$ cat src/design/htnc_pkg.sv
// ---------------------------------------------------------------------------
// htnc_pkg: shared definitions for the tag nesting checker
// Sizes, character codes, parse modes, error codes and the structs that
// pass between the parser, the stack memories and the output stage.
// ---------------------------------------------------------------------------
package htnc_pkg;

    // Sizing
    localparam int MAX_TAG_LEN = 16;
    localparam int STACK_DEPTH = 16;

    localparam int LEN_W      = $clog2(MAX_TAG_LEN + 1);
    localparam int COL_W      = $clog2(MAX_TAG_LEN);
    localparam int SP_W       = $clog2(STACK_DEPTH + 1);
    localparam int ROW_W      = $clog2(STACK_DEPTH);
    localparam int TAG_WORDS  = STACK_DEPTH * (2 ** COL_W);
    localparam int TAG_ADDR_W = $clog2(TAG_WORDS);

    // Character codes
    localparam logic [7:0] CH_LT    = 8'h3C;
    localparam logic [7:0] CH_GT    = 8'h3E;
    localparam logic [7:0] CH_SLASH = 8'h2F;
    localparam logic [7:0] CH_SPACE = 8'h20;
    localparam logic [7:0] CH_I     = 8'h69;
    localparam logic [7:0] CH_M     = 8'h6D;
    localparam logic [7:0] CH_G     = 8'h67;

    typedef enum logic [1:0] {
        MODE_OUTSIDE,
        MODE_AFTER_LT,
        MODE_OPEN,
        MODE_CLOSE
    } mode_t;

    typedef enum logic [2:0] {
        ERR_NONE     = 3'd0,
        ERR_MISMATCH = 3'd1,
        ERR_EMPTY    = 3'd2,
        ERR_UNCLOSED = 3'd3,
        ERR_UNTERM   = 3'd4,
        ERR_OVERFLOW = 3'd5
    } err_t;

    // Parser to stack memories
    typedef struct packed {
        logic                  tag_wr;
        logic [TAG_ADDR_W-1:0] tag_wr_addr;
        logic [7:0]            tag_wr_data;
        logic                  len_wr;
        logic [ROW_W-1:0]      len_wr_addr;
        logic [LEN_W-1:0]      len_wr_data;
        logic                  rd;
        logic [TAG_ADDR_W-1:0] tag_rd_addr;
        logic [ROW_W-1:0]      len_rd_addr;
    } ram_req_t;

    // Stack memories to parser (registered read data)
    typedef struct packed {
        logic [7:0]       tag;
        logic [LEN_W-1:0] len;
    } ram_rsp_t;

    // Parser to output stage
    typedef struct packed {
        logic valid;
        logic verdict;
        err_t kind;
    } result_t;

endpackage

$ cat src/design/htnc_parser.sv
// ---------------------------------------------------------------------------
// htnc_parser: tag scanner and stack control
// Tracks the parse mode, writes open-tag names straight into the free
// stack row, compares closing-tag characters against the prefetched top
// entry and issues the prefetch for the next character.
// ---------------------------------------------------------------------------
module htnc_parser
    import htnc_pkg::*;
(
    input  logic     clk,
    input  logic     rst_n,
    input  logic     fire,
    input  logic [7:0] character,
    input  logic     last_char,
    input  ram_rsp_t rsp,
    output ram_req_t req,
    output result_t  result
);

    mode_t            mode_reg, mode_next;
    logic [LEN_W-1:0] name_len_reg, name_len_next;
    logic [LEN_W-1:0] cont_len_reg, cont_len_next;
    logic             name_end_reg, name_end_next;
    logic             match_reg, match_next;
    logic [SP_W-1:0]  sp_reg, sp_next;
    err_t             err_reg, err_next;
    logic [2:0]       img_reg, img_next;

    logic [LEN_W-1:0] eff_nl;
    logic             eff_ne;
    logic             is_gt;
    logic             is_slash;
    logic             is_space;
    logic             sp_full;
    logic             sp_empty;
    logic             skip_push;
    logic [SP_W-1:0]  top_next;
    err_t             kind;

    assign is_gt    = (character == CH_GT);
    assign is_slash = (character == CH_SLASH);
    assign is_space = (character == CH_SPACE);
    assign sp_full  = (sp_reg >= SP_W'(STACK_DEPTH));
    assign sp_empty = (sp_reg == '0);

    // A fresh open tag starts with an empty name
    assign eff_nl    = (mode_reg == MODE_AFTER_LT) ? '0 : name_len_reg;
    assign eff_ne    = (mode_reg == MODE_AFTER_LT) ? 1'b0 : name_end_reg;
    assign skip_push = (eff_nl >= LEN_W'(3)) && (&img_reg);

    // State register
    always_ff @(posedge clk or negedge rst_n)
    begin
        if (!rst_n)
        begin
            mode_reg     <= MODE_OUTSIDE;
            name_len_reg <= '0;
            cont_len_reg <= '0;
            name_end_reg <= 1'b0;
            match_reg    <= 1'b1;
            sp_reg       <= '0;
            err_reg      <= ERR_NONE;
            img_reg      <= '0;
        end
        else
        begin
            mode_reg     <= mode_next;
            name_len_reg <= name_len_next;
            cont_len_reg <= cont_len_next;
            name_end_reg <= name_end_next;
            match_reg    <= match_next;
            sp_reg       <= sp_next;
            err_reg      <= err_next;
            img_reg      <= img_next;
        end
    end

    // Next state, memory requests and verdict
    always_comb
    begin
        mode_next     = mode_reg;
        name_len_next = name_len_reg;
        cont_len_next = cont_len_reg;
        name_end_next = name_end_reg;
        match_next    = match_reg;
        sp_next       = sp_reg;
        err_next      = err_reg;
        img_next      = img_reg;
        req           = '0;

        if (fire && (err_reg == ERR_NONE))
        begin
            case (mode_reg)
                MODE_OUTSIDE:
                begin
                    if (character == CH_LT)
                    begin
                        mode_next = MODE_AFTER_LT;
                    end
                end
                MODE_AFTER_LT, MODE_OPEN:
                begin
                    if ((mode_reg == MODE_AFTER_LT) && is_slash)
                    begin
                        mode_next     = MODE_CLOSE;
                        cont_len_next = '0;
                        match_next    = 1'b1;
                    end
                    else
                    begin
                        mode_next     = MODE_OPEN;
                        name_len_next = eff_nl;
                        name_end_next = eff_ne;
                        if (is_gt)
                        begin
                            // Push the name unless it begins with img
                            mode_next = MODE_OUTSIDE;
                            if (!skip_push)
                            begin
                                if (sp_full)
                                begin
                                    err_next = ERR_OVERFLOW;
                                end
                                else
                                begin
                                    req.len_wr      = 1'b1;
                                    req.len_wr_addr = sp_reg[ROW_W-1:0];
                                    req.len_wr_data = eff_nl;
                                    sp_next         = sp_reg + SP_W'(1);
                                end
                            end
                        end
                        else if (eff_ne)
                        begin
                            // Attribute text: drop
                            name_end_next = 1'b1;
                        end
                        else if (is_space || is_slash)
                        begin
                            name_end_next = 1'b1;
                        end
                        else if (eff_nl >= LEN_W'(MAX_TAG_LEN))
                        begin
                            err_next = ERR_OVERFLOW;
                        end
                        else
                        begin
                            // Store the name character in the free row; a final
                            // character starts a new text, so skip its store
                            req.tag_wr      = !sp_full && !last_char;
                            req.tag_wr_addr = {sp_reg[ROW_W-1:0], eff_nl[COL_W-1:0]};
                            req.tag_wr_data = character;
                            name_len_next   = eff_nl + LEN_W'(1);
                            if (eff_nl == LEN_W'(0))
                            begin
                                img_next[0] = (character == CH_I);
                            end
                            if (eff_nl == LEN_W'(1))
                            begin
                                img_next[1] = (character == CH_M);
                            end
                            if (eff_nl == LEN_W'(2))
                            begin
                                img_next[2] = (character == CH_G);
                            end
                        end
                    end
                end
                default:
                begin
                    // Closing tag
                    if (is_gt)
                    begin
                        mode_next = MODE_OUTSIDE;
                        if (sp_empty)
                        begin
                            err_next = ERR_EMPTY;
                        end
                        else if (match_reg && (cont_len_reg == rsp.len))
                        begin
                            sp_next = sp_reg - SP_W'(1);
                        end
                        else
                        begin
                            err_next = ERR_MISMATCH;
                        end
                    end
                    else
                    begin
                        if ((cont_len_reg >= LEN_W'(MAX_TAG_LEN)) || sp_empty)
                        begin
                            match_next = 1'b0;
                        end
                        else if ((cont_len_reg >= rsp.len) || (rsp.tag != character))
                        begin
                            match_next = 1'b0;
                        end
                        if (cont_len_reg < LEN_W'(MAX_TAG_LEN))
                        begin
                            cont_len_next = cont_len_reg + LEN_W'(1);
                        end
                    end
                end
            endcase
        end

        // Verdict from the state this character leaves
        if (err_next != ERR_NONE)
        begin
            kind = err_next;
        end
        else if (mode_next != MODE_OUTSIDE)
        begin
            kind = ERR_UNTERM;
        end
        else if (sp_next != '0)
        begin
            kind = ERR_UNCLOSED;
        end
        else
        begin
            kind = ERR_NONE;
        end

        result.valid   = fire && last_char;
        result.verdict = (kind != ERR_NONE);
        result.kind    = kind;

        // Start a new text after the verdict
        if (fire && last_char)
        begin
            mode_next     = MODE_OUTSIDE;
            name_len_next = '0;
            cont_len_next = '0;
            name_end_next = 1'b0;
            match_next    = 1'b1;
            sp_next       = '0;
            err_next      = ERR_NONE;
            img_next      = '0;
        end

        // Prefetch the top entry at the column the next character compares
        top_next        = sp_next - SP_W'(1);
        req.rd          = fire;
        req.tag_rd_addr = {top_next[ROW_W-1:0], cont_len_next[COL_W-1:0]};
        req.len_rd_addr = top_next[ROW_W-1:0];
    end

    a_sp_bound: assert property (@(posedge clk) disable iff (!rst_n)
        sp_reg <= SP_W'(STACK_DEPTH))
        else $error("stack pointer beyond stack depth");

    a_err_sticky: assert property (@(posedge clk) disable iff (!rst_n)
        ((err_reg != ERR_NONE) && !(fire && last_char)) |=> (err_reg == $past(err_reg)))
        else $error("first error was overwritten");

    a_verdict_clears: assert property (@(posedge clk) disable iff (!rst_n)
        (fire && last_char) |=>
            ((sp_reg == '0) && (err_reg == ERR_NONE) && (mode_reg == MODE_OUTSIDE)))
        else $error("state not cleared after verdict");

endmodule

$ cat config.mk
export PLATFORM = sky130hd
export DESIGN_NAME = htnc_parser
export DESIGN_NICKNAME = d
export VERILOG_FILES = /design/src/design/htnc_pkg.sv /design/src/design/htnc_parser.sv
export SDC_FILE = /design/constraint.sdc
export NUM_CORES = 1
export LEC_CHECK = 0
export BUFFER_PORTS_ARGS = -buffer_cell sky130_fd_sc_hd__buf_2
export CORE_MARGIN = 2
export CORE_UTILIZATION = 30
export DETAILED_ROUTE_END_ITERATION = 12
export PLACE_DENSITY = 0.64
export SYNTH_ARGS = -nofsm -noshare
export SYNTH_HDL_FRONTEND = slang
export SYNTH_SLANG_ARGS = --single-unit
$ cat constraint.sdc
create_clock -name clk -period 2.9 [get_ports clk]
set_clock_uncertainty 0.1 [all_clocks]
set_input_delay 0.145 -clock clk [delete_from_list [all_inputs] [get_ports clk]]
set_output_delay 0.145 -clock clk [all_outputs]
set_load 0.02 [all_outputs]
Word-level counts from Yosys, hierarchy flattened
Cells that the tools add are included.
{ "totals": {"regBits": 25, "in_bits": 25, "out_inout_bits": 45, "wordCells": 161} }
{ "op_classes": {"n_addsub": 5, "magnitude_cmp": 6, "eq_ne": 21, "mux": 84, "reduce_logical": 34} }
{ "ops": {"columns": ["cell", "n"], "rows": [
  ["2-to-1 mux 5 bit", 23],
  ["2-to-1 mux 27 bit", 3],
  ["2-to-1 mux 17 bit", 4],
  ["2-to-1 mux 3 bit", 22],
  ["== test 8 x 6 -> 1 bit (second input constant)", 4],
  ["2-to-1 mux 10 bit", 3],
  ["== test 8 x 7 -> 1 bit (second input constant)", 3],
  ["AND reduction 8 bit", 3],
  ["one-hot mux 5 bit (2 select lines)", 2],
  ["2-to-1 mux 1 bit", 17],
  ["adder 5 x 1 -> 5 bit (second input constant)", 3],
  [">= comparator 5 bit (second input constant)", 3],
  ["2-to-1 mux 2 bit", 7],
  ["inequality test 2 bit (second input constant)", 6],
  ["nonzero test 2 bit", 6],
  ["zero test 5 bit", 2],
  ["AND reduction 5 bit", 2],
  ["nonzero test 3 bit", 3],
  ["inequality test 8 bit", 1],
  ["logical AND 1 bit", 6],
  ["one-hot mux 3 bit (2 select lines)", 1],
  ["AND reduction 3 bit", 2],
  ["== test 5 x 1 -> 1 bit (second input constant)", 1],
  ["== test 5 x 2 -> 1 bit (second input constant)", 1],
  ["19 further kinds", 22]
]} }

Longest topological paths before layout
Gate-level depths: netlist (run 1).
{ "logic_depth": {"ltp_word": 14, "mapped_depth": 15, "mapped_depth_nobuf": 12} }

Least setup slack after synthesis (run 1)
Ideal clock, no wire load.
{ "synth_path": {"path_type": "reg2out", "from": "register mode_reg[1]", "to": "output req[10] (netlist name)", "arrival_ps": 3556, "required_time_ps": 2655, "slack_ps": -901, "path_stages_with_launch": 16, "path_cell_list": "dfrtp_1 -> inv_1 -> ha_1 -> buf_2 -> clkbuf_1 -> nor2_1 -> ha_1 -> inv_1 -> o221ai_2 -> a21oi_1 -> and3_1 -> o21ai_0 -> nand2b_1 -> ha_1 -> xnor2_1 -> buf_4"} }
{ "synth_rtl": {"columns": ["element", "line", "text"], "rows": [
  ["start, declared", "htnc_parser.sv:20", "mode_t mode_reg, mode_next;"],
  ["start signal, assigned", "htnc_parser.sv:67", "mode_reg <= mode_next;"],
  ["end, declared", "htnc_parser.sv:16", "output ram_req_t req,"]
]} }

==> reports/metrics.yaml, run 1 <==
outcome: "finished with violations"
violations: "setup timing"
cts_tree: "done"
crit_buf_inv: 1
fp-row-count: 34
drtIter0Drc: 268
final-max-slew-violation-count: 0
required_ns: 2.65
fmax_mhz: 330
setup_viol: 6
antenna_found_initial: 0
ff2ff_path_depth: 11
initial_core_util: 0.309
synth_top_area_cell: "dfrtp_1"
hold_viol: 0
final_antenna_net_count: 0
wirelength_um: 9370
synth_area_per_cell_um2: 7.77
arrival_ns: 2.78
grt-ovfl-total: 0
first_global_vias: 2913
tightest_slew_ns: 0.630
cp-end-kind: "output pin"
cts_buffers: 3
setup_slack_ns: -0.126
io_buffer_count: 69
post-dp-hpwl_um: 6570
cp-endpoint: "result[1]"
crit_cells: 9
nets: 497
n_antenna_cell: 0
synth_enable_flop_cells: 0
synthArstFlopShare: 1.00
rsz0062_at_grt: "true"
firstDrtPassIters: 5
cp-startpoint: "cont_len_reg[4]"
die_area_um2: 9760
core_region_area_um2: 8720
internal-power_mw: 1.01
synth-main-ff-cell: "dfrtp_1"
hp-class: "in2reg"
wl_per_cell_um: 16.7
final_cells: 561
whs_ns: 0.0364
switchingPower_mw: 0.831
p_sw_frac: 0.451
p_total_mw: 1.84
fin_crit_sh: 1.04
layout_commonest_cell: "buf_2"
seq_power_share: 0.228
final_cell_mix: "buf_2 (62), buf_4 (61), nand2_1 (27)"
placedCellCount: 522
drive_gt1_frac: 0.455
vdd_drop_max_mv: 0.369
cp_slowest_stage_delay_ns: 0.40
yosysSeqAreaShare: 0.232
clk_latency_ns: 0.28
cts.path.max_buffers: 2
htreeDepth: 1
r2r-end: "img_reg[0]"
boundaryPins: 70
grt_use_total: 0.179
power_frac_clock: 0.125
worstPathCellList: "ha_1 > and4_4 > nand4_1 > nor4b_2 > o221ai_1 > nor4_2 > a31oi_2 > nand2b_1 > buf_2"
synth_nets: 390
grt_max_degree: 26
yosys.cell_types.count: 63
crit_family: "simple AND/OR/NAND/NOR gates"
r2r-start: "mode_reg[1]"
gp_congestion: 0.885
drc: 0
cp_max_fo: 5
min_period_ns: 3.03
synth_area_leaders: "dfrtp_1 (22%), ha_1 (8.4%), and2_1 (4.6%), a21oi_1 (4.3%), nand2_1 (4.2%)"
maxCapViolations: 0
worst_path_max_delay_cell: "dfrtp_1"
synth_top_area_frac: 0.223
vias: 3121
p_leak_nw: 1.88
cts_root_buffer: "clkbuf_8"
critical_path_class: "reg2out"
maxSlewHeadroom: 0.580
syn2layout_area_growth_pct: 46.9
die_w_um: 98.8
routed_via_density: 5.56
syn_inst: 347
startpoint_type: "flop"
clk_pin_slew_ns: 0.10
clock-sinks: 25
dieHeight_um: 98.8
powerDensity_nw_per_um2: 465
synth_area_um2: 2700
yosysWarnings: 0
grt_pass1_wl_um: 14400
ys_ff_latch: 25
reg2reg_setup_slack_ns: 0.43
p_comb_frac: 0.648
==> Yosys cell counts, types with 2 or more instances <==
cell,number
nand2_1,30
nor2_1,25
dfrtp_1,24
inv_1,24
a21oi_1,23
and2_1,20
o21ai_0,20
ha_1,18
clkbuf_1,11
and3_1,10
buf_4,9
nand3_1,9
nand4_1,8
nor2b_1,8
buf_2,7
nor4_1,7
nand2b_1,6
nor3_1,6
xnor2_1,6
a22oi_1,5
xor2_1,5
mux2_2,4
nor3b_1,4
a211oi_1,3
a21o_1,3
a31oi_1,3
nor4b_1,3
o211ai_1,3
o22ai_1,3
or4_1,3
a211o_1,2
a41o_1,2
and4bb_2,2
or4b_1,2
==> through the flow <==
step	util	area, µm²	setup TNS (ns)	setup slack (ns)
finish	0.454	3960	-0.373	-0.126
CTS	0.417	3640	-0.158	-0.0535
detailed placement	0.381	3320	0	0.0680
global placement	0.381	3320	0	0.0483
floorplan	-	2810	0	0.00975
global route	0.454	3960	-1.56	-0.263
==> layout make-up <==
class,count,area [µm²]
multi-input combinational,270,2210
fill,854,4760
tap,108,135
timing repair buffer,130,846
clock buffer,4,45.0
inverter,24,90.1
sequential,25,629
==> power groups by stage <==
stage,clock network (mW),registers [mW],logic [mW]
after detailed placement,0,0.423,0.941
after global routing,0.250,0.421,1.29
final,0.229,0.419,1.19
after global placement,0,0.422,0.943
after floorplan,0,0.421,0.652
after CTS,0.227,0.416,1.05
==> routing by layer <==
| layer | vias up | GRT usage | share of wire |
|---|---|---|---|
| met3 | 41 | 0.0291 | 0.064 |
| met1 | 1493 | 0.236 | 0.42 |
| met5 | - | 0 | 0 |
| met2 | 133 | 0.293 | 0.48 |
| li1 | 1454 | - | - |
| met4 | 0 | 0.0706 | 0.034 |
==> worst min-delay path by stage <==
stage / from / to / cells past startpoint
floorplan: rst_n / cont_len_reg[0] / 0
global placement: rst_n / img_reg[1] / 1
detailed placement: rst_n / img_reg[1] / 1
CTS: last_char / cont_len_reg[2] / 2
global route: last_char / cont_len_reg[2] / 2
finish: last_char / cont_len_reg[2] / 2
==> logic make-up after synthesis <==
kind of cell               share of synthesized area
buffers and inverters                         0.0886
DFF                                            0.232
muxes                                         0.0204
adders and majority gates                     0.0835
xor gates and xnor gates                      0.0357
and+or+nand+nor                                0.340
AOI/OAI and AO/OA                              0.200
==> worst register-to-register path: stages (launching register included) <==
cell     delay [ns]
dfrtp_1        0.40
inv_2          0.09
ha_4           0.18
buf_6          0.13
nand2_2        0.05
or3_4          0.42
buf_4          0.17
nor2b_4        0.15
nand2_1        0.08
nor2_1         0.07
a21oi_1        0.18
mux2_2         0.35
==> timing repair <==
action	4_1_cts	5_1_grt
setup endpoints to repair	24	30
buffers inserted	14	20
pin swaps	16	19
endpoints found under the hold margin	24	0
hold buffers	1	0
gates resized for setup	35	38
Note: power is estimated with default switching activity, not from simulation.
==> inputs of run 2 (changes only) <==
Settings changed: REMOVE_ABC_BUFFERS set to 1.
==> run 2 against run 1 <==
The run still ends with setup timing left. Critical path depth rose by 4. Hold slack got worse by 0.016 ns. Worst setup slack improved by 0.0052 ns. Register-to-register slack got worse by 0.04 ns. First-iteration DRC count fell by 21%. Flip-flop and latch count did not move. Final cell count rose by 0.36%. Global-route usage rose by 0.89 points.
==> reports/metrics.yaml, run 2 (synthesis gave the netlist of run 1 again) <==
power_frac_clock: 0.125
die_w_um: 98.8
clk_pin_slew_ns: 0.10
wl_per_cell_um: 17.0
cts_buffers: 3
core_region_area_um2: 8720
vias: 3079
setup_viol: 8
grt_pass1_wl_um: 15000
antenna_found_initial: 0
min_period_ns: 3.02
htreeDepth: 1
cts.path.max_buffers: 2
syn2layout_area_growth_pct: 47.3
maxSlewHeadroom: 0.572
critical_path_class: "reg2out"
final_cell_mix: "buf_2 (60), buf_4 (59), nand2_1 (30)"
grt-ovfl-total: 0
nets: 499
p_comb_frac: 0.650
fin_crit_sh: 1.04
hold_viol: 0
powerDensity_nw_per_um2: 468
first_global_vias: 3045
cp_slowest_stage_delay_ns: 0.41
clk_latency_ns: 0.28
initial_core_util: 0.309
drive_gt1_frac: 0.446
boundaryPins: 70
dieHeight_um: 98.8
p_sw_frac: 0.443
internal-power_mw: 1.04
startpoint_type: "flop"
cts_tree: "done"
tightest_slew_ns: 0.643
cp-end-kind: "output pin"
gp_congestion: 0.935
n_antenna_cell: 0
drtIter0Drc: 212
worst_path_max_delay_cell: "dfrtp_1"
layout_commonest_cell: "buf_2"
final_util: 0.456
required_ns: 2.65
switchingPower_mw: 0.823
firstDrtPassIters: 6
wirelength_um: 9560
tns_ns: -0.555
vdd_drop_max_mv: 0.332
maxCapViolations: 0
fp-row-count: 34
final_antenna_net_count: 0
arrival_ns: 2.78
routed_via_density: 5.47
seq_power_share: 0.225
hp-class: "in2reg"
cp_max_fo: 6
grt_use_total: 0.188
drc: 0
final-max-slew-violation-count: 0
setup_slack_ns: -0.121
worstPathCellList: "inv_2 > ha_4 > nor2_4 > ha_2 > inv_2 > o221ai_4 > a211oi_4 > o2111ai_4 > buf_6 > nor4_4 > a31oi_1 > nand2b_1 > buf_6"
io_buffer_count: 69
reg2reg_setup_slack_ns: 0.39
rsz0062_at_grt: "true"
whs_ns: 0.0204
p_leak_nw: 1.90
post-dp-hpwl_um: 6710
violations: "setup timing"
clock-sinks: 25
cts_root_buffer: "clkbuf_8"
outcome: "finished with violations"
fill_cells: 859
grt_max_degree: 26
fmax_mhz: 331
die_area_um2: 9760
dp_slack_ns: -0.0177
run 2: worst max-delay path: cells and delay by family (launching register included):
family	cells	cell delay, ns
flip-flops	1	0.41
adder cells (fa/ha/maj)	2	0.38
buffers and inverters	4	0.44
AND/OR/NAND/NOR	3	0.48
AO/OA/AOI/OAI	4	0.79
run 2: stage by stage:
stage	area [µm²]	power, mW	std cells
6_report	3970	1.86	563
3_5_place_dp	3320	1.35	533
2_1_floorplan	2550	0.976	319
4_1_cts	3770	1.74	555
5_1_grt	3970	1.98	563
3_3_place_gp	3320	1.34	533
run 2: worst paths after layout:
| check | from | end | depth (start not counted) |
|---|---|---|---|
| worst min register to register | img_reg[1] | img_reg[1] | 1 |
| worst max register to register | mode_reg[1] | img_reg[2] | 11 |
| min in group asynchronous | rst_n | img_reg[2] | 2 |
| worst min-delay path | last_char | cont_len_reg[2] | 2 |
| worst max-delay path | mode_reg[1] | result[1] | 13 |
| max in group asynchronous | rst_n | err_reg[2] | 2 |
run 2: layer usage:
metal  GRT usage  wire (µm)  vias up
li1            -          -     1462
met1       0.249       4030     1443
met2       0.320       4640      146
met3      0.0227        621       28
met4      0.0569        272        0
met5           0          0        -
run 2: power by group through the flow:
stage / Sequential, mW / Clock [mW] / Combinational (mW)
final: 0.419 / 0.233 / 1.21
after detailed placement: 0.420 / 0 / 0.933
after floorplan: 0.420 / 0 / 0.557
after global placement: 0.419 / 0 / 0.922
after global routing: 0.424 / 0.256 / 1.30
after CTS: 0.417 / 0.239 / 1.08
run 2: cell type report:
cell class	instances	area, µm²	area share
repair buffers	132	901	0.227
multi-input cells	270	2170	0.547
inverters	24	90.1	0.0227
flip-flops and latches	25	628	0.158
clock buffers	4	45.0	0.0113
well taps	108	135	0.0340
run 2: timing repair:
action / in CTS / in global routing
setup buffers: 17 / 9
pin swaps: 17 / 19
hold buffers: 1 / 0
gates cloned: 0 / 0
hold endpoints to repair: 24 / 0
gates resized for setup: 56 / 36
setup endpoints to repair: 18 / 20
==> inputs of run 3 (changes only) <==
Settings changed: CTS_BUF_LIST set to sky130_fd_sc_hd__clkbuf_4 sky130_fd_sc_hd__clkbuf_8, PLACE_DENSITY 0.64 to 0.57.
==> run 3 against run 2 <==
The flow still finishes with violations (setup timing). Wire length decreased by 5.3%. Clock power barely moved. Combinational power fell by 3%. First-iteration DRC count shrank 30%. Worst setup slack improved by 0.021 ns. Critical path depth shrank 2. Highest routed layer unchanged.
==> reports/metrics.yaml, run 3 (synthesis gave the netlist of run 1 again) <==
hp-class: "in2reg"
fill_cells: 861
die_area_um2: 9760
p_leak_nw: 1.89
drc: 0
io_buffer_count: 69
final_cell_mix: "buf_2 (64), buf_4 (59), nand2_1 (30)"
die_w_um: 98.8
dieHeight_um: 98.8
ff2ff_path_depth: 10
fp-row-count: 34
min_period_ns: 3.00
grt-ovfl-total: 0
clk_latency_ns: 0.28
grt_pass1_wl_um: 14800
startpoint_type: "flop"
cp_max_fo: 3
n_antenna_cell: 0
antenna_found_initial: 0
htreeDepth: 1
reg2reg_setup_slack_ns: 0.40
cts_buffers: 3
cp-end-kind: "output pin"
drive_gt1_frac: 0.432
drtIter0Drc: 149
hp-start: "last_char"
cp-startpoint: "mode_reg[0]"
critical_path_class: "reg2out"
hold_viol: 0
fin_crit_sh: 1.03
r2r-start: "mode_reg[0]"
gp_congestion: 0.929
layout_commonest_cell: "buf_2"
cts_tree: "done"
final_antenna_net_count: 0
initial_core_util: 0.309
cp-endpoint: "result[1]"
outcome: "finished with violations"
firstDrtPassIters: 4
grt_max_degree: 26
final-max-slew-violation-count: 0
arrival_ns: 2.75
first_global_vias: 2973
final_util: 0.447
core_region_area_um2: 8720
powerDensity_nw_per_um2: 468
r2r-end: "match_reg"
maxCapViolations: 0
grt_use_total: 0.185
violations: "setup timing"
fmax_mhz: 333
whs_ns: 0.0380
setup_slack_ns: -0.0999
wl_per_cell_um: 16.1
post-dp-hpwl_um: 6700
vias: 2995
clock-sinks: 25
cts.path.max_buffers: 2
clk_pin_slew_ns: 0.10
wirelength_um: 9050
routed_via_density: 5.31
nets: 500
vdd_drop_max_mv: 0.376
syn2layout_area_growth_pct: 44.6
cts_root_buffer: "clkbuf_8"
setup_viol: 9
maxSlewHeadroom: 0.592
boundaryPins: 70
tightest_slew_ns: 0.612
required_ns: 2.65
rsz0062_at_grt: "true"
==> run 3: power by group <==
part           internal (mW)  leakage, nW  switching (mW)
clock                  0.108       0.0262           0.128
combinational          0.526         1.53           0.649
sequential             0.388        0.339          0.0261
total                   1.02         1.89           0.803
==> run 3: worst max-delay path: stages (launching register included) <==
cell and delay [ns]:
dfrtp_1 0.40, buf_4 0.15, inv_1 0.09, ha_2 0.29, nor2b_1 0.16, nand2_1 0.13, o21ai_0 0.16, a221oi_2 0.37
nand4_1 0.24, a31oi_4 0.23, nand2b_4 0.15, buf_6 0.11
==> run 3: worst min path at each step <==
stage	cells after the start	slack, ns	endpoint
after global routing	2	0.04	cont_len_reg[2]
final	2	0.04	cont_len_reg[2]
after floorplan	0	-0.25	cont_len_reg[0]
after detailed placement	1	0.1	name_len_reg[4]
after CTS	2	0.04	cont_len_reg[2]
after global placement	1	0.1	name_len_reg[4]
==> run 3: per-layer routing <==
metal | part of all wire | vias to the layer above | track usage | wire (µm)
met4 | 0.016 | 0 | 0.0474 | 144
met5 | 0 | - | 0 | 0
met2 | 0.48 | 81 | 0.305 | 4350
met1 | 0.46 | 1444 | 0.256 | 4130
li1 | - | 1456 | - | -
met3 | 0.047 | 14 | 0.0255 | 429
==> run 3: area by class of cell <==
| class | instances | area [µm²] | share of cell area |
|---|---|---|---|
| inverters | 24 | 92.6 | 0.0237 |
| repair buffers | 133 | 875 | 0.224 |
| flip-flops and latches | 25 | 628 | 0.161 |
| clock buffers | 4 | 48.8 | 0.0125 |
| multi-input cells | 270 | 2120 | 0.544 |
| well taps | 108 | 135 | 0.0346 |
==> run 3: per-stage QoR <==
stage	setup WS, ns	TNS, ns	std cells	power, mW	area (µm²)
global placement	-0.243	-1.37	536	1.33	3330
CTS	-0.106	-0.558	560	1.77	3790
global route	-0.208	-1.92	564	1.95	3900
detailed placement	-0.164	-0.742	536	1.34	3330
finish	-0.0999	-0.578	564	1.83	3900
floorplan	-1.29	-20.04	319	0.976	2550
==> run 3: what timing repair did <==
action	in CTS	in global routing
endpoints found under the setup margin	16	17
pin swaps	24	16
buffers inserted	19	4
gates resized for setup	55	18
hold endpoints to repair	24	0
hold buffers	1	0
